<file path="src/hw/rtl/lcw_pkg.sv">
// Shared types, codes and constants for the load cell weigh and calibrate unit.
`timescale 1ns / 1ps
`default_nettype none
package lcw_pkg;

    // Field widths
    localparam int SAMPLE_W   = 24;
    localparam int FACTOR_W   = 41;
    localparam int CPG_W      = 42;
    localparam int GRAM_W     = 16;
    localparam int WEIGHT_W   = 24;
    localparam int PHASE_W    = 3;
    localparam int ELAPSED_W  = 16;
    localparam int CFG_IDX_W  = 3;
    localparam int CFG_DATA_W = 41;

    // Shared divider operand widths
    localparam int DIV_N_W = 49;
    localparam int DIV_D_W = 42;

    // Average lengths
    localparam int DEF_TARE_SAMPLES = 16;
    localparam int DEF_CAL_SAMPLES  = 32;

    // Configuration register indexes
    localparam logic [CFG_IDX_W-1:0] CFG_OFFSET = 3'd0;
    localparam logic [CFG_IDX_W-1:0] CFG_FACTOR = 3'd1;
    localparam logic [CFG_IDX_W-1:0] CFG_MAXW   = 3'd2;
    localparam logic [CFG_IDX_W-1:0] CFG_STABLE = 3'd3;
    localparam logic [CFG_IDX_W-1:0] CFG_CALW   = 3'd4;

    // Reset values of the configuration registers
    localparam logic signed [SAMPLE_W-1:0] RST_OFFSET = '0;
    localparam logic signed [CPG_W-1:0]    RST_FACTOR = 42'sd6553600;
    localparam logic [GRAM_W-1:0]          RST_MAXW   = 16'd5000;
    localparam logic [ELAPSED_W-1:0]       RST_STABLE = 16'd10000;
    localparam logic [GRAM_W-1:0]          RST_CALW   = 16'd200;

    typedef enum logic [1:0] {
        MODE_SAMPLE = 2'd0,
        MODE_TICK   = 2'd1,
        MODE_TARE   = 2'd2,
        MODE_CAL    = 2'd3
    } t_mode;

    typedef enum logic [1:0] {
        KIND_NONE = 2'd0,
        KIND_TARE = 2'd1,
        KIND_CAL  = 2'd2
    } t_kind;

    typedef enum logic [PHASE_W-1:0] {
        PH_IDLE   = 3'd0,
        PH_EMPTY1 = 3'd1,
        PH_LOADED = 3'd2,
        PH_EMPTY2 = 3'd3,
        PH_DONE   = 3'd4
    } t_phase;

    typedef enum logic [2:0] {
        ST_IDLE,
        ST_EXEC,
        ST_WDIV,
        ST_COLLECT,
        ST_MDIV,
        ST_CFIN,
        ST_CDIFF,
        ST_CDIV
    } t_state;

endpackage
`default_nettype wire

</file>
<file path="src/hw/rtl/lcw_if.sv">
// Valid/ready channel interfaces for the input items and the result items.
`timescale 1ns / 1ps
`default_nettype none
interface lcw_in_if;
    logic                                valid;
    logic                                ready;
    logic [1:0]                          mode;
    logic signed [lcw_pkg::SAMPLE_W-1:0] sample;

    modport source (output valid, mode, sample, input ready);
    modport sink   (input valid, mode, sample, output ready);
endinterface

interface lcw_out_if;
    logic                                 valid;
    logic                                 ready;
    logic                                 weight_valid;
    logic [lcw_pkg::WEIGHT_W-1:0]         weight_q8;
    logic [lcw_pkg::PHASE_W-1:0]          cal_phase;
    logic                                 averaging;
    logic signed [lcw_pkg::SAMPLE_W-1:0]  offset_now;
    logic signed [lcw_pkg::FACTOR_W-1:0]  factor_now;

    modport source (output valid, weight_valid, weight_q8, cal_phase, averaging,
                    offset_now, factor_now, input ready);
    modport sink   (input valid, weight_valid, weight_q8, cal_phase, averaging,
                    offset_now, factor_now, output ready);
endinterface
`default_nettype wire

</file>
<file path="src/hw/rtl/lcw_div.sv">
// Shared unsigned restoring divider, one quotient bit per cycle.
`timescale 1ns / 1ps
`default_nettype none
module lcw_div #(
    parameter int N_W = lcw_pkg::DIV_N_W,
    parameter int D_W = lcw_pkg::DIV_D_W
) (
    input  wire logic           i_clk,
    input  wire logic           i_rst_n,
    input  wire logic           i_start,
    input  wire logic [N_W-1:0] i_dividend,
    input  wire logic [D_W-1:0] i_divisor,
    output logic                o_busy,
    output logic                o_done,
    output logic [N_W-1:0]      o_quotient
);
    localparam int CNT_W = $clog2(N_W + 1);

    logic             r_busy;
    logic             r_done;
    logic [CNT_W-1:0] r_cnt;
    logic [N_W-1:0]   r_q;
    logic [D_W:0]     r_rem;
    logic [D_W-1:0]   r_div;

    logic [D_W:0] w_shift;
    logic         w_ge;

    // Shift in the next dividend bit and trial-subtract
    always_comb begin
        w_shift = {r_rem[D_W-1:0], r_q[N_W-1]};
        w_ge    = (w_shift >= {1'b0, r_div});
    end

    // Control: iteration count and done pulse
    always_ff @(posedge i_clk) begin
        if (!i_rst_n) begin
            r_busy <= 1'b0;
            r_done <= 1'b0;
            r_cnt  <= '0;
        end else begin
            r_done <= 1'b0;
            if (i_start) begin
                r_busy <= 1'b1;
                r_cnt  <= CNT_W'(N_W);
            end else if (r_busy) begin
                r_cnt <= r_cnt - 1'b1;
                if (r_cnt == CNT_W'(1)) begin
                    r_busy <= 1'b0;
                    r_done <= 1'b1;
                end
            end
        end
    end

    // Datapath: partial remainder and quotient
    always_ff @(posedge i_clk) begin
        if (i_start) begin
            r_q   <= i_dividend;
            r_rem <= '0;
            r_div <= i_divisor;
        end else if (r_busy) begin
            r_rem <= w_ge ? (w_shift - {1'b0, r_div}) : w_shift;
            r_q   <= {r_q[N_W-2:0], w_ge};
        end
    end

    assign o_busy     = r_busy;
    assign o_done     = r_done;
    assign o_quotient = r_q;

endmodule
`default_nettype wire

</file>
<file path="src/hw/rtl/load_cell_weigh_and_calibrate_unit.sv">
// Top level: load cell weighing with tare and three-phase two-point calibration.
//
//  channel  dir  handshake          payload
//  i_in     in   valid/ready        mode[1:0], sample[23:0]
//  o_out    out  valid/ready        weight_valid, weight_q8, cal_phase, averaging,
//                                   offset_now, factor_now
//  i_cfg_*  in   write enable only  i_cfg_idx[2:0], i_cfg_data[40:0]
//
// A tick or a command passes through ST_EXEC back to ST_IDLE, a sample that needs
// no divide through ST_EXEC and ST_COLLECT, and one that does waits in ST_WDIV for
// the 49-step shared divider. A sample that closes an average adds a second 49-step
// divide, and the one that closes calibration a third.
// Reset is synchronous, clears control state and loads the configuration defaults.
// The input stays ready only in the idle state; a finished result waits in the output
// register while the next item is taken, and stalls the sequencer only if still unread.
`timescale 1ns / 1ps
`default_nettype none
module load_cell_weigh_and_calibrate_unit #(
    parameter int TARE_SAMPLES = lcw_pkg::DEF_TARE_SAMPLES,
    parameter int CAL_SAMPLES  = lcw_pkg::DEF_CAL_SAMPLES
) (
    input  wire logic                             i_clk,
    input  wire logic                             i_rst_n,
    lcw_in_if.sink                                i_in,
    lcw_out_if.source                             o_out,
    input  wire logic                             i_cfg_we,
    input  wire logic [lcw_pkg::CFG_IDX_W-1:0]    i_cfg_idx,
    input  wire logic [lcw_pkg::CFG_DATA_W-1:0]   i_cfg_data
);
    localparam int SW    = lcw_pkg::SAMPLE_W;
    localparam int MAXS  = (TARE_SAMPLES > CAL_SAMPLES) ? TARE_SAMPLES : CAL_SAMPLES;
    localparam int CNT_W = $clog2(MAXS + 1);
    localparam int SUM_W = SW + $clog2(MAXS) + 1;
    localparam int NW    = lcw_pkg::DIV_N_W;
    localparam int DW    = lcw_pkg::DIV_D_W;

    lcw_pkg::t_state r_state, n_state;
    lcw_pkg::t_mode  r_mode, n_mode;
    lcw_pkg::t_kind  r_kind, n_kind;
    lcw_pkg::t_phase r_phase, n_phase;

    logic signed [SW-1:0]              r_sample, n_sample;
    logic signed [SW-1:0]              r_offset, n_offset;
    logic signed [lcw_pkg::CPG_W-1:0]  r_cpg, n_cpg;
    logic [lcw_pkg::ELAPSED_W-1:0]     r_elapsed, n_elapsed;
    logic signed [SUM_W-1:0]           r_sum, n_sum;
    logic [CNT_W-1:0]                  r_count, n_count;
    logic signed [SW-1:0]              r_e1, n_e1;
    logic signed [SW-1:0]              r_loaded, n_loaded;
    logic [lcw_pkg::WEIGHT_W-1:0]      r_weight, n_weight;
    logic                              r_neg, n_neg;
    logic [lcw_pkg::GRAM_W-1:0]        r_maxw, n_maxw;
    logic [lcw_pkg::ELAPSED_W-1:0]     r_stable, n_stable;
    logic [lcw_pkg::GRAM_W-1:0]        r_calw, n_calw;

    logic                              r_ovalid;
    logic                              r_o_wvalid;
    logic [lcw_pkg::WEIGHT_W-1:0]      r_o_weight;
    logic [lcw_pkg::PHASE_W-1:0]       r_o_phase;
    logic                              r_o_avg;
    logic signed [SW-1:0]              r_o_offset;
    logic signed [lcw_pkg::FACTOR_W-1:0] r_o_factor;

    logic          w_out_free;
    logic          w_load_out;
    logic          w_div_start;
    logic [NW-1:0] w_div_n;
    logic [DW-1:0] w_div_d;
    logic          w_div_busy;
    logic          w_div_done;
    logic [NW-1:0] w_div_q;

    logic signed [SW:0]    w_diff;
    logic [SW:0]           w_dmag;
    logic [DW-1:0]         w_cmag;
    logic [CNT_W-1:0]      w_target;
    logic [SUM_W-1:0]      w_smag;
    logic signed [SW-1:0]  w_mean;
    logic signed [SW:0]    w_esum;
    logic [lcw_pkg::WEIGHT_W-1:0] w_lim;
    logic [lcw_pkg::ELAPSED_W-1:0] w_el_inc;

    lcw_div #(.N_W(NW), .D_W(DW)) u_div (
        .i_clk      (i_clk),
        .i_rst_n    (i_rst_n),
        .i_start    (w_div_start),
        .i_dividend (w_div_n),
        .i_divisor  (w_div_d),
        .o_busy     (w_div_busy),
        .o_done     (w_div_done),
        .o_quotient (w_div_q)
    );

    assign w_out_free = !r_ovalid || o_out.ready;
    assign i_in.ready = (r_state == lcw_pkg::ST_IDLE);

    // Sequencer next state
    always_comb begin
        n_state = r_state;
        case (r_state)
            lcw_pkg::ST_IDLE: begin
                if (i_in.valid) n_state = lcw_pkg::ST_EXEC;
            end
            lcw_pkg::ST_EXEC: begin
                if (r_mode != lcw_pkg::MODE_SAMPLE) n_state = lcw_pkg::ST_IDLE;
                else if (w_div_start) n_state = lcw_pkg::ST_WDIV;
                else n_state = lcw_pkg::ST_COLLECT;
                if (r_mode != lcw_pkg::MODE_SAMPLE && !w_out_free) n_state = lcw_pkg::ST_EXEC;
            end
            lcw_pkg::ST_WDIV: begin
                if (w_div_done) n_state = lcw_pkg::ST_COLLECT;
            end
            lcw_pkg::ST_COLLECT: begin
                if (w_div_start) n_state = lcw_pkg::ST_MDIV;
                else if (w_out_free) n_state = lcw_pkg::ST_IDLE;
            end
            lcw_pkg::ST_MDIV: begin
                if (w_div_done) begin
                    if (r_kind == lcw_pkg::KIND_CAL && r_phase == lcw_pkg::PH_EMPTY2)
                        n_state = lcw_pkg::ST_CFIN;
                    else
                        n_state = lcw_pkg::ST_COLLECT;
                end
            end
            lcw_pkg::ST_CFIN:  n_state = lcw_pkg::ST_CDIFF;
            lcw_pkg::ST_CDIFF: begin
                if (w_div_start) n_state = lcw_pkg::ST_CDIV;
                else n_state = lcw_pkg::ST_COLLECT;
            end
            lcw_pkg::ST_CDIV: begin
                if (w_div_done) n_state = lcw_pkg::ST_COLLECT;
            end
            default: n_state = lcw_pkg::ST_IDLE;
        endcase
    end

    // Shared operand shaping
    always_comb begin
        w_diff   = (SW+1)'(r_sample) - (SW+1)'(r_offset);
        w_dmag   = w_diff[SW] ? (SW+1)'(-w_diff) : (SW+1)'(w_diff);
        w_cmag   = r_cpg[DW-1] ? DW'(-r_cpg) : DW'(r_cpg);
        w_target = (r_kind == lcw_pkg::KIND_TARE) ? CNT_W'(TARE_SAMPLES) : CNT_W'(CAL_SAMPLES);
        w_smag   = n_sum[SUM_W-1] ? SUM_W'(-n_sum) : SUM_W'(n_sum);
        w_mean   = r_neg ? SW'(-w_div_q) : SW'(w_div_q);
        w_esum   = (SW+1)'(r_e1) + (SW+1)'(r_sample);
        w_lim    = {r_maxw, 8'd0};
        w_el_inc = (r_elapsed == '1) ? r_elapsed : (r_elapsed + 1'b1);
    end

    // Datapath and divider requests
    always_comb begin
        n_mode    = r_mode;
        n_kind    = r_kind;
        n_phase   = r_phase;
        n_sample  = r_sample;
        n_offset  = r_offset;
        n_cpg     = r_cpg;
        n_elapsed = r_elapsed;
        n_sum     = r_sum;
        n_count   = r_count;
        n_e1      = r_e1;
        n_loaded  = r_loaded;
        n_weight  = r_weight;
        n_neg     = r_neg;
        n_maxw    = r_maxw;
        n_stable  = r_stable;
        n_calw    = r_calw;
        w_div_start = 1'b0;
        w_div_n     = '0;
        w_div_d     = '0;
        w_load_out  = 1'b0;

        case (r_state)
            lcw_pkg::ST_IDLE: begin
                // Take the item
                if (i_in.valid) begin
                    n_mode   = lcw_pkg::t_mode'(i_in.mode);
                    n_sample = i_in.sample;
                    n_weight = '0;
                end
            end
            lcw_pkg::ST_EXEC: begin
                case (r_mode)
                    lcw_pkg::MODE_SAMPLE: begin
                        // Only a positive quotient can give a weight
                        if (r_cpg != '0 && w_diff != '0 && (w_diff[SW] == r_cpg[DW-1])) begin
                            w_div_start = 1'b1;
                            w_div_n     = NW'({w_dmag, 24'd0});
                            w_div_d     = w_cmag;
                        end
                    end
                    lcw_pkg::MODE_TICK: begin
                        if (w_out_free && r_kind == lcw_pkg::KIND_NONE &&
                            (r_phase == lcw_pkg::PH_EMPTY1 || r_phase == lcw_pkg::PH_LOADED ||
                             r_phase == lcw_pkg::PH_EMPTY2)) begin
                            n_elapsed = w_el_inc;
                            if (w_el_inc >= r_stable) begin
                                n_kind  = lcw_pkg::KIND_CAL;
                                n_sum   = '0;
                                n_count = '0;
                            end
                        end
                    end
                    lcw_pkg::MODE_TARE: begin
                        if (w_out_free && r_kind == lcw_pkg::KIND_NONE) begin
                            n_kind  = lcw_pkg::KIND_TARE;
                            n_sum   = '0;
                            n_count = '0;
                        end
                    end
                    lcw_pkg::MODE_CAL: begin
                        if (w_out_free && r_kind == lcw_pkg::KIND_NONE) begin
                            n_phase   = lcw_pkg::PH_EMPTY1;
                            n_elapsed = '0;
                        end
                    end
                    default: ;
                endcase
                if (r_mode != lcw_pkg::MODE_SAMPLE && w_out_free) w_load_out = 1'b1;
            end
            lcw_pkg::ST_WDIV: begin
                // Clamp the quotient
                if (w_div_done) begin
                    if (w_div_q < NW'(256))         n_weight = '0;
                    else if (w_div_q > NW'(w_lim))  n_weight = w_lim;
                    else                            n_weight = w_div_q[lcw_pkg::WEIGHT_W-1:0];
                end
            end
            lcw_pkg::ST_COLLECT: begin
                // Accumulate into a running average once the result slot is free, then finish
                if (r_kind != lcw_pkg::KIND_NONE && r_count != w_target) begin
                    if (w_out_free) begin
                        n_sum   = r_sum + SUM_W'(r_sample);
                        n_count = r_count + 1'b1;
                        if (n_count == w_target) begin
                            w_div_start = 1'b1;
                            w_div_n     = NW'(w_smag);
                            w_div_d     = DW'(n_count);
                            n_neg       = n_sum[SUM_W-1];
                        end else begin
                            w_load_out = 1'b1;
                        end
                    end
                end else if (w_out_free) begin
                    w_load_out = 1'b1;
                end
            end
            lcw_pkg::ST_MDIV: begin
                if (w_div_done) begin
                    if (r_kind == lcw_pkg::KIND_TARE) begin
                        n_offset = w_mean;
                    end else begin
                        case (r_phase)
                            lcw_pkg::PH_EMPTY1: begin
                                n_e1    = w_mean;
                                n_phase = lcw_pkg::PH_LOADED;
                            end
                            lcw_pkg::PH_LOADED: begin
                                n_loaded = w_mean;
                                n_phase  = lcw_pkg::PH_EMPTY2;
                            end
                            lcw_pkg::PH_EMPTY2: begin
                                // Park the second empty reading in the sample slot
                                n_sample = w_mean;
                            end
                            default: ;
                        endcase
                        n_elapsed = '0;
                    end
                    n_kind  = lcw_pkg::KIND_NONE;
                    n_sum   = '0;
                    n_count = '0;
                end
            end
            lcw_pkg::ST_CFIN: begin
                // Mean of the two empty readings, rounded toward zero
                n_offset = SW'((w_esum + (SW+1)'(w_esum[SW])) >>> 1);
            end
            lcw_pkg::ST_CDIFF: begin
                n_phase = lcw_pkg::PH_DONE;
                if (w_diff != '0 && r_calw != '0) begin
                    w_div_start = 1'b1;
                    w_div_n     = NW'({w_dmag, 16'd0});
                    w_div_d     = DW'(r_calw);
                    n_neg       = w_diff[SW];
                end
            end
            lcw_pkg::ST_CDIV: begin
                if (w_div_done)
                    n_cpg = r_neg ? lcw_pkg::CPG_W'(-w_div_q) : lcw_pkg::CPG_W'(w_div_q);
            end
            default: ;
        endcase

        // The calibration difference reuses the sample slot as loaded reading
        if (r_state == lcw_pkg::ST_CFIN) n_sample = r_loaded;

        // Configuration writes
        if (i_cfg_we) begin
            case (i_cfg_idx)
                lcw_pkg::CFG_OFFSET: n_offset = i_cfg_data[SW-1:0];
                lcw_pkg::CFG_FACTOR: n_cpg    = lcw_pkg::CPG_W'($signed(i_cfg_data));
                lcw_pkg::CFG_MAXW:   n_maxw   = i_cfg_data[lcw_pkg::GRAM_W-1:0];
                lcw_pkg::CFG_STABLE: n_stable = i_cfg_data[lcw_pkg::ELAPSED_W-1:0];
                lcw_pkg::CFG_CALW:   n_calw   = i_cfg_data[lcw_pkg::GRAM_W-1:0];
                default: ;
            endcase
        end
    end

    // Control and configuration registers
    always_ff @(posedge i_clk) begin
        if (!i_rst_n) begin
            r_state   <= lcw_pkg::ST_IDLE;
            r_kind    <= lcw_pkg::KIND_NONE;
            r_phase   <= lcw_pkg::PH_IDLE;
            r_offset  <= lcw_pkg::RST_OFFSET;
            r_cpg     <= lcw_pkg::RST_FACTOR;
            r_elapsed <= '0;
            r_sum     <= '0;
            r_count   <= '0;
            r_e1      <= '0;
            r_loaded  <= '0;
            r_maxw    <= lcw_pkg::RST_MAXW;
            r_stable  <= lcw_pkg::RST_STABLE;
            r_calw    <= lcw_pkg::RST_CALW;
            r_ovalid  <= 1'b0;
        end else begin
            r_state   <= n_state;
            r_kind    <= n_kind;
            r_phase   <= n_phase;
            r_offset  <= n_offset;
            r_cpg     <= n_cpg;
            r_elapsed <= n_elapsed;
            r_sum     <= n_sum;
            r_count   <= n_count;
            r_e1      <= n_e1;
            r_loaded  <= n_loaded;
            r_maxw    <= n_maxw;
            r_stable  <= n_stable;
            r_calw    <= n_calw;
            if (w_load_out)       r_ovalid <= 1'b1;
            else if (o_out.ready) r_ovalid <= 1'b0;
        end
    end

    // Item payload and result register
    always_ff @(posedge i_clk) begin
        r_mode   <= n_mode;
        r_sample <= n_sample;
        r_weight <= n_weight;
        r_neg    <= n_neg;
        if (w_load_out) begin
            r_o_wvalid <= (r_mode == lcw_pkg::MODE_SAMPLE);
            r_o_weight <= n_weight;
            r_o_phase  <= n_phase;
            r_o_avg    <= (n_kind != lcw_pkg::KIND_NONE);
            r_o_offset <= n_offset;
            r_o_factor <= n_cpg[lcw_pkg::FACTOR_W-1:0];
        end
    end

    assign o_out.valid        = r_ovalid;
    assign o_out.weight_valid = r_o_wvalid;
    assign o_out.weight_q8    = r_o_weight;
    assign o_out.cal_phase    = r_o_phase;
    assign o_out.averaging    = r_o_avg;
    assign o_out.offset_now   = r_o_offset;
    assign o_out.factor_now   = r_o_factor;

    // Divider results arrive only while a divide state waits for them
    a_div_done_state: assert property (@(posedge i_clk) disable iff (!i_rst_n)
        w_div_done |-> (r_state == lcw_pkg::ST_WDIV || r_state == lcw_pkg::ST_MDIV ||
                        r_state == lcw_pkg::ST_CDIV))
        else $error("divider finished outside a divide state");

    // The divider is never restarted while busy
    a_div_no_restart: assert property (@(posedge i_clk) disable iff (!i_rst_n)
        w_div_start |-> !w_div_busy)
        else $error("divider started while busy");

    // A running average never holds its full count between items
    a_avg_count: assert property (@(posedge i_clk) disable iff (!i_rst_n)
        (r_state == lcw_pkg::ST_IDLE && r_kind != lcw_pkg::KIND_NONE) |-> (r_count < w_target))
        else $error("average count reached target while idle");

    // A nonzero weight belongs only to a sample result
    a_weight_sample: assert property (@(posedge i_clk) disable iff (!i_rst_n)
        (r_ovalid && r_o_weight != '0) |-> r_o_wvalid)
        else $error("weight reported for a non-sample item");

endmodule
`default_nettype wire
</file>
<file path="src/flat_wrapper.sv">
// flat-port wrapper written by rule: the top's interface ports become plain ports
module load_cell_weigh_and_calibrate_unit_flat 
#(
    parameter int TARE_SAMPLES = lcw_pkg::DEF_TARE_SAMPLES,
    parameter int CAL_SAMPLES  = lcw_pkg::DEF_CAL_SAMPLES
)
  (i_clk, i_rst_n, i_cfg_we, i_cfg_idx, i_cfg_data, i_in_valid, i_in_mode, i_in_sample, i_in_ready, o_out_valid, o_out_weight_valid, o_out_weight_q8, o_out_cal_phase, o_out_averaging, o_out_offset_now, o_out_factor_now, o_out_ready);
  lcw_in_if i_in_i ();
  lcw_out_if o_out_i ();
  input  wire logic i_clk;
  input  wire logic i_rst_n;
  input  wire logic i_cfg_we;
  input  wire logic [lcw_pkg::CFG_IDX_W-1:0] i_cfg_idx;
  input  wire logic [lcw_pkg::CFG_DATA_W-1:0] i_cfg_data;
  input wire logic [$bits(i_in_i.valid)-1:0] i_in_valid;
  input wire logic [$bits(i_in_i.mode)-1:0] i_in_mode;
  input wire logic [$bits(i_in_i.sample)-1:0] i_in_sample;
  output wire logic [$bits(i_in_i.ready)-1:0] i_in_ready;
  output wire logic [$bits(o_out_i.valid)-1:0] o_out_valid;
  output wire logic [$bits(o_out_i.weight_valid)-1:0] o_out_weight_valid;
  output wire logic [$bits(o_out_i.weight_q8)-1:0] o_out_weight_q8;
  output wire logic [$bits(o_out_i.cal_phase)-1:0] o_out_cal_phase;
  output wire logic [$bits(o_out_i.averaging)-1:0] o_out_averaging;
  output wire logic [$bits(o_out_i.offset_now)-1:0] o_out_offset_now;
  output wire logic [$bits(o_out_i.factor_now)-1:0] o_out_factor_now;
  input wire logic [$bits(o_out_i.ready)-1:0] o_out_ready;
  assign i_in_i.valid = i_in_valid;
  assign i_in_i.mode = i_in_mode;
  assign i_in_i.sample = i_in_sample;
  assign i_in_ready = i_in_i.ready;
  assign o_out_valid = o_out_i.valid;
  assign o_out_weight_valid = o_out_i.weight_valid;
  assign o_out_weight_q8 = o_out_i.weight_q8;
  assign o_out_cal_phase = o_out_i.cal_phase;
  assign o_out_averaging = o_out_i.averaging;
  assign o_out_offset_now = o_out_i.offset_now;
  assign o_out_factor_now = o_out_i.factor_now;
  assign o_out_i.ready = o_out_ready;
  load_cell_weigh_and_calibrate_unit #(.TARE_SAMPLES(TARE_SAMPLES), .CAL_SAMPLES(CAL_SAMPLES)) u_core (.i_clk(i_clk), .i_rst_n(i_rst_n), .i_in(i_in_i), .o_out(o_out_i), .i_cfg_we(i_cfg_we), .i_cfg_idx(i_cfg_idx), .i_cfg_data(i_cfg_data));
endmodule
</file>
<file path="config.mk">
export PLATFORM = sky130hd
export DESIGN_NAME = load_cell_weigh_and_calibrate_unit_flat
export DESIGN_NICKNAME = d
export VERILOG_FILES = /design/src/hw/rtl/lcw_pkg.sv /design/src/hw/rtl/lcw_if.sv /design/src/hw/rtl/lcw_div.sv /design/src/hw/rtl/load_cell_weigh_and_calibrate_unit.sv /design/src/flat_wrapper.sv
export SDC_FILE = /design/constraint.sdc
export NUM_CORES = 2
export LEC_CHECK = 0
export ABC_CLOCK_PERIOD_IN_PS = 7100
export BUFFER_PORTS_ARGS = -buffer_cell sky130_fd_sc_hd__buf_2
export CORE_ASPECT_RATIO = 0.75
export CORE_MARGIN = 2
export CORE_UTILIZATION = 40
export DETAILED_ROUTE_END_ITERATION = 10
export HOLD_SLACK_MARGIN = 0.08
export REMOVE_ABC_BUFFERS = 1
export SLEW_MARGIN = 30
export SYNTH_ARGS = -nofsm -noshare
export SYNTH_HDL_FRONTEND = slang
export SYNTH_HIERARCHICAL = 1
export SYNTH_SLANG_ARGS = --single-unit
</file>
<file path="constraint.sdc">
create_clock -name i_clk -period 7.1 [get_ports i_clk]
set_clock_uncertainty 0.05 [all_clocks]
set_input_delay 0.355 -clock i_clk [delete_from_list [all_inputs] [get_ports i_clk]]
set_output_delay 0.355 -clock i_clk [all_outputs]
set_load 0.05 [all_outputs]
</file>
**Yosys cells after proc, flatten, opt, wreduce, memory -nomap -nowiden**

Cells that the tools add are included.

- Eq/ne operators: 43
- Add/sub/neg operators: 12
- Reductions and logical operators: 44
- $lt $le $gt $ge: 4
- Mux-type cells: 115
- Bitwise operators: 3

Operator list:

| operator | count |
|---|---|
| $mux 42 | 11 |
| $mux 24 | 14 |
| $mux 49 | 6 |
| $mux 30 | 8 |
| $pmux 49 s3 | 1 |
| $pmux 24 s2 | 3 |
| $pmux 42 s3 | 1 |
| $mux 16 | 6 |
| $pmux 30 s3 | 1 |
| $neg 42->42 | 2 |
| $pmux 16 s2 | 2 |
| $mux 6 | 10 |
| $pmux 30 s2 | 1 |
| $gt 49x24->1 | 1 |
| $lt 49x9->1 const B | 1 |
| $ge 43x42->1 | 1 |
| $reduce_bool 42->1 | 1 |
| $sub 42x42->42 | 1 |
| $mux 41 | 1 |
| $mux 3 | 13 |
| $add 30x24->30 | 1 |
| $neg 30->30 | 1 |
| $add 24x24->25 | 1 |
| $add 25x1->25 | 1 |
| other kinds (49) | 132 |

- Logic and storage cells: 252
- Register bits after elaboration: 509
- Output and inout port bits: 96

**Logic depth before layout (Yosys ltp)**

- Word-level depth: 14
- Gate-level depth with buffers: 29

**Hierarchy**

The synthesis kept the hierarchy.

Modules (own cells, without submodules):

| module | area each (um^2) | times used | cells each |
|---|---|---|---|
| load_cell_weigh_and_calibrate_unit | 24748.7 | 1 | 3032 |
| lcw_div | 8111.5 | 1 | 827 |

**Worst setup path after synthesis**

OpenSTA, ideal clock, no wires.

- Path kind: flip-flop to flip-flop
- From: register u_core.r_sample[0]
- To: register u_core.u_div.r_q[0], in the netlist u_core/u_div/o_quotient[0], enable pin
- Path buffers: 2
- Data arrival time: 6.155 ns
- Slack: 0.305 ns
- Cell stages (with the launch flop): 18
- Setup time: 0.590 ns
- Cell sequence: edfxtp_1 inv_1 ha_1 inv_1 fa_1 a211oi_2 o21ai_1 a21o_1 a2111oi_2 o2111ai_1 nor4_2 nand2b_2 o41ai_2 buf_2 buf_2 nand3_1 inv_1 nand2_1

- Longest elaborated chain between the ends: 8

Ends and longest elaborated chain:

| what | RTL line | text |
|---|---|---|
| start, declared | load_cell_weigh_and_calibrate_unit.sv:42 | `logic signed [SW-1:0] r_sample, n_sample;` |
| start signal, assigned | load_cell_weigh_and_calibrate_unit.sv:350 | `r_sample <= n_sample;` |
| $sub 24x24->25 (*) | load_cell_weigh_and_calibrate_unit.sv:139 | `w_diff = (SW+1)'(r_sample) - (SW+1)'(r_offset);` |
| $reduce_bool 25->1 | load_cell_weigh_and_calibrate_unit.sv:186, load_cell_weigh_and_calibrate_unit.sv:281 |  |
| $logic_and 1x1->1 (2 in a row) | load_cell_weigh_and_calibrate_unit.sv:186 | `if (r_cpg != '0 && w_diff != '0 && (w_diff[SW] == r_cpg[DW-1])) begin` |
| $mux 1 | load_cell_weigh_and_calibrate_unit.sv:186 |  |
| $mux 1 | load_cell_weigh_and_calibrate_unit.sv:183 | `case (r_mode)` |
| $pmux 1 s3 (*) | load_cell_weigh_and_calibrate_unit.sv:173 | `case (r_state)` |
| via u_core.w_div_start | load_cell_weigh_and_calibrate_unit.sv:66 | `logic w_div_start;` |
| $reduce_bool 2->1 (no line) (*) | - |  |
| end signal, assigned | lcw_div.sv:59 | `r_q <= i_dividend;` |
| end signal, assigned | lcw_div.sv:64 | `r_q <= {r_q[N_W-2:0], w_ge};` |
| end, declared | lcw_div.sv:22 | `logic [N_W-1:0] r_q;` |

Mark *: on every way through the listed nets, which the timed path passes. The rest lies on a longest branch.
A chain may end at the register's enable or synchronous reset.

**Final worst setup path**

- From: register u_core/r_elapsed[3] (netlist name)
- To: register u_core.u_div.r_q[28], in the netlist u_core/u_div/o_quotient[28], data pin

- Longest elaborated chain between the ends: 14

Ends and longest elaborated chain:

| what | RTL line | text |
|---|---|---|
| start, declared | load_cell_weigh_and_calibrate_unit.sv:45 | `logic [lcw_pkg::ELAPSED_W-1:0] r_elapsed, n_elapsed;` |
| start signal, assigned | load_cell_weigh_and_calibrate_unit.sv:334 | `r_elapsed <= n_elapsed;` |
| $add 16x1->16 / $eq 16x16->1 (equally long branches) | load_cell_weigh_and_calibrate_unit.sv:147 | `w_el_inc = (r_elapsed == '1) ? r_elapsed : (r_elapsed + 1'b1);` |
| $mux 16 (*) | load_cell_weigh_and_calibrate_unit.sv:147 |  |
| $ge 16x16->1 (*) | load_cell_weigh_and_calibrate_unit.sv:197 | `if (w_el_inc >= r_stable) begin` |
| $mux 30 (*) | load_cell_weigh_and_calibrate_unit.sv:197 |  |
| $mux 30 (*) | load_cell_weigh_and_calibrate_unit.sv:193 | `if (w_out_free && r_kind == lcw_pkg::KIND_NONE &&` |
| $pmux 30 s2 (*) | load_cell_weigh_and_calibrate_unit.sv:183 |  |
| $pmux 30 s3 (*) | load_cell_weigh_and_calibrate_unit.sv:173 |  |
| $neg 30->30 | load_cell_weigh_and_calibrate_unit.sv:143 | `w_smag = n_sum[SUM_W-1] ? SUM_W'(-n_sum) : SUM_W'(n_sum);` |
| $mux 30 (*) | load_cell_weigh_and_calibrate_unit.sv:143 |  |
| $mux 30 (*) | load_cell_weigh_and_calibrate_unit.sv:235 | `if (n_count == w_target) begin` |
| $mux 49 (*) | load_cell_weigh_and_calibrate_unit.sv:232 | `if (w_out_free) begin` |
| $mux 49 (*) | load_cell_weigh_and_calibrate_unit.sv:231 | `if (r_kind != lcw_pkg::KIND_NONE && r_count != w_target) begin` |
| $pmux 49 s3 (*) | load_cell_weigh_and_calibrate_unit.sv:173 |  |
| via u_core.w_div_n[28] | load_cell_weigh_and_calibrate_unit.sv:67 | `logic [NW-1:0] w_div_n;` |
| $mux 49 (*) | lcw_div.sv:58 | `if (i_start) begin` |

Marked as above.

==> summary.md <==
| Metric | Value |
|---|---|
| Status | `completed` |
| Worst path max stage delay | `720 ps` |
| Crit path time final | `6450 ps` |
| Post-detailed-routing wire length | `113,000 microns` |
| Layout cells sized above 1 | `10.8%` |
| CP Launch Type | `flop` |
| Antenna cells | `0` |
| Path type of the worst setup path | `flop to flop` |
| Drt wl/cell | `22.3 microns` |
| Total Routing Usage GR | `26.1%` |
| Post-synthesis compound-gate area fraction | `22.1%` |
| Skew-Pair Late Insertion Delay | `650 ps` |
| Pwr Density | `258 nW/um^2` |
| Port Buffers | `170` |
| Worst Tran Pin Value | `1020 ps` |
| CP cell instances | `and4_1 -> nand4_1 -> inv_1 -> nand2_1 -> or3_1 -> and3_1 -> nand2_1 -> xnor2_1 -> ha_1 -> nand2_1 -> nor3_2 -> o2111ai_1 -> o221ai_1 -> o21ai_1 -> or2_1 -> a22oi_1 -> ha_1 -> nand4_1 -> nor4_1 -> buf_4 -> and4_1 -> a2111oi_0 -> or3b_1 -> mux2_2` |
| CORE AREA | `80,900 sq um` |
| Syn Std Cell Area | `32,900 sq um` |
| Inst Count DP | `4,921` |
| Cell variety after synth | `106` |
| Clock root cell | `clkbuf_16` |
| Most common cell type on the critical path | `nand2_1` |
| Crit end category | `flop` |
| Simple-Gate Fraction of Synth Area | `20.4%` |
| Total negative slack | `0 ps` |
| CTS max path bufs | `3` |
| DR iter-0 viols | `3,611` |
| Hold Crit Class | `primary input to flop` |
| CP top delay family | `simple AND/OR/NAND/NOR gates` |
| FFs w/ async S/R, synth | `0%` |
| Num rows | `90` |
| Via count | `30.0k` |
| Final Instance Count excl. Fillers | `5,081` |
| H-tree depth | `2` |
| Highest clock rate | `0.155 GHz` |
| Critical Path RT | `7430 ps` |
| Top FF cell, synth | `dfxtp_1` |
| Hpwl dp | `84,000 microns` |
| Hold Vio Cnt, Final | `0` |
| Fraction of synthesized area in multiplexers | `2.82%` |
| Max_slew headroom | `31.4%` |
| Main combinational cell family by area after synthesis | `compound AO/OA/AOI/OAI gates` |
| Adder-cell share of the synthesized area | `6.56%` |
| Final Util | `45.8%` |
| CP max stage cell | `o221ai_1` |
| Post-CTS Resized | `0` |
| Leakage power | `14.3 nW` |
| Max-cap viol count | `0` |
| CP arrival | `6780 ps` |
| Layout area overhead | `12.6%` |
| CTS Sinks | `509` |
| Via/cell ratio | `5.91` |
| Drt pass-1 iters | `6` |
| Final setup fails | `0` |
| Die height | `252 microns` |
| Initial Util | `40.6%` |
| Warnings, synthesis | `6` |
| Vias in the first global route | `27.1k` |
| Post-Syn Instances | `3,859` |
| CTS buffer count | `54` |
| Number of flops mapped to enable cells by yosys | `212` |
| Worst vdd ir | `197 uV` |
| GRT overflow | `0` |
| Post-synthesis sequential area ratio | `37.5%` |
| Fin crit share | `90.8%` |
| # IOs | `171` |
| Initial antenna violation count | `2` |
| Worst R2R Setup Slack | `650 ps` |
| Slew Limit Fails | `0` |
| Buffer and inverter count on the worst path | `2` |
| DRT antenna net count | `0` |
| Hold Slack | `128 ps` |
| Clk pin slew, worst setup/hold paths | `60 ps` |
| Die Area | `84,500 sq um` |
| First-pass GRT wire length | `171,000 microns` |
| Synthesized area per cell | `8.52 sq um` |
| Crit path max fanout | `10` |
| CTS tree | `yes` |
| Chip width | `335 microns` |
| Synth Register Bits | `509` |
| Power, Total | `9.55 mW` |
| Synth Area in XOR/XNOR | `6.16%` |
| Final #Nets | `4,224` |
| RePlAce Congestion | `0.941` |
| Largest net degree at the start of global routing | `87` |
| RSZ-0062 raised after global routing | `false` |
| DRC violations left | `0` |
## kinds of logic after synthesis
| group | after synthesis |
|---|---|
| AND/OR/NAND/NOR | 1400 |
| adder cells (fa/ha/maj) | 170 |
| multiplexers | 86 |
| flip-flops | 509 |
| buffers and inverters | 369 |
| XOR/XNOR | 231 |
| AO/OA/AOI/OAI | 1094 |
## where the power goes
part           switching (mW)  internal, mW
Combinational            2.05          1.12
Clock                    1.31          1.57
Sequential              0.215          3.30
## layer usage
layer / GRT usage (%) / up-vias / routed length [microns]
met2: 36.1 / 1267 / 44600
met3: 5.31 / 123 / 10500
met4: 6.34 / 2 / 2650
li1: - / 14300 / -
met5: 0 / - / 13
met1: 40.7 / 14300 / 55600
## placed cells by master, fill, tap and decap left out, types with 19 or more instances in the layout
| cell | count |
|---|---|
| buf_2 | 169 |
| buf_4 | 43 |
| mux2i_1 | 34 |
| nand3_1 | 74 |
| and3_1 | 32 |
| a21oi_1 | 287 |
| nor2_1 | 411 |
| a21o_1 | 69 |
| nor4_1 | 28 |
| xnor2_1 | 94 |
| nand2b_1 | 24 |
| clkbuf_16 | 56 |
| dfxtp_1 | 295 |
| inv_1 | 157 |
| ha_1 | 166 |
| a311oi_1 | 39 |
| nand4_1 | 49 |
| or3_1 | 35 |
| o41ai_1 | 19 |
| nor2b_1 | 23 |
| nand2_1 | 428 |
| and2_1 | 103 |
| xor2_1 | 135 |
| edfxtp_1 | 212 |
| o21a_1 | 31 |
| nor3_1 | 63 |
| dlygate4sd3_1 | 59 |
| a211oi_1 | 70 |
| o21ai_0 | 242 |
| a31oi_1 | 22 |
| o31ai_1 | 38 |
| mux2_2 | 52 |
| o211ai_1 | 28 |
| o22ai_1 | 23 |
| a22oi_1 | 26 |
## path summary, 6_finish.rpt
path | to | startpoint | depth (start not counted)
setup / recovery | u_core/u_div/o_quotient[28]$_DFFE_PP_ | u_core/r_elapsed[3]$_SDFFE_PN0P_ | 24
hold / removal | u_core/o_out.factor_now[24]$_DFFE_PP_ | i_cfg_data[24] | 3
setup reg to reg | u_core/u_div/o_quotient[28]$_DFFE_PP_ | u_core/r_elapsed[3]$_SDFFE_PN0P_ | 24
hold reg to reg | u_core/r_stable[1]$_SDFFE_PN0P_ | u_core/r_stable[1]$_SDFFE_PN0P_ | 2
## area by class of cell
class                      instances  area [sq um]
fill                            7966         43800
tap                             1058          1320
sequential                       509         12300
timing repair buffer             275          1830
multi-input combinational       2981         19200
clock inverter                    31           293
inverter                         158           596
clock buffer                      69          1450
## worst register-to-register path, delay by kind of cell, from the launching register on
kind            cells  cell delay, ps
compound gates      5            1500
xor+xnor            1              80
fa+ha+maj           2             550
buf+inv             2             250
flops               1             450
mux                 1             270
simple gates       13            3020
## synth_stat cells, drive strengths merged (36+ instances only)
| cell | number | area share (%) |
|---|---|---|
| a211oi | 73 | 1.7 |
| a21o | 69 | 1.6 |
| a21oi | 291 | 4.5 |
| a311oi | 42 | 1.2 |
| and2 | 104 | 2.0 |
| buf | 42 | 0.69 |
| clkbuf | 169 | 1.9 |
| dfxtp | 297 | 18 |
| edfxtp | 212 | 19 |
| ha | 166 | 6.3 |
| inv | 158 | 1.8 |
| mux2 | 52 | 1.8 |
| nand2 | 432 | 4.9 |
| nand3 | 75 | 1.1 |
| nand4 | 52 | 1.0 |
| nor2 | 414 | 4.7 |
| nor3 | 68 | 1.1 |
| o21ai | 249 | 3.8 |
| o31ai | 38 | 0.87 |
| or3 | 36 | 0.70 |
| xnor2 | 95 | 2.5 |
| xor2 | 136 | 3.6 |
## state kept, by name, summed over array words and instances, names as in the netlist, 16 cells and up
register	count
u_core/o_out.offset_now	24
u_core/o_out.weight_q8	24
u_core/r_elapsed	16
u_core/o_out.factor_now	41
u_core/r_weight	24
u_core/r_calw	16
u_core/r_loaded	24
u_core/r_e1	24
u_core/r_sample	24
u_core/r_offset	24
u_core/r_maxw	16
u_core/u_div/r_rem	42
u_core/r_stable	16
u_core/u_div/o_quotient	49
u_core/r_cpg	42
u_core/u_div/r_div	42
u_core/r_sum	30
## through the flow
step	cell area, sq um	worst slack (ps)
2_1_floorplan	32000	-3340
3_3_place_gp	34600	805
3_5_place_dp	34600	762
4_1_cts	37000	717
5_1_grt	37000	137
6_report	37000	650
## repair_timing
action,CTS,global route
hold buffers,59,0
setup buffers,0,0
endpoints found under the setup margin,0,0
endpoints found under the hold margin,110,0
Note: power is estimated with default switching activity, not from simulation.
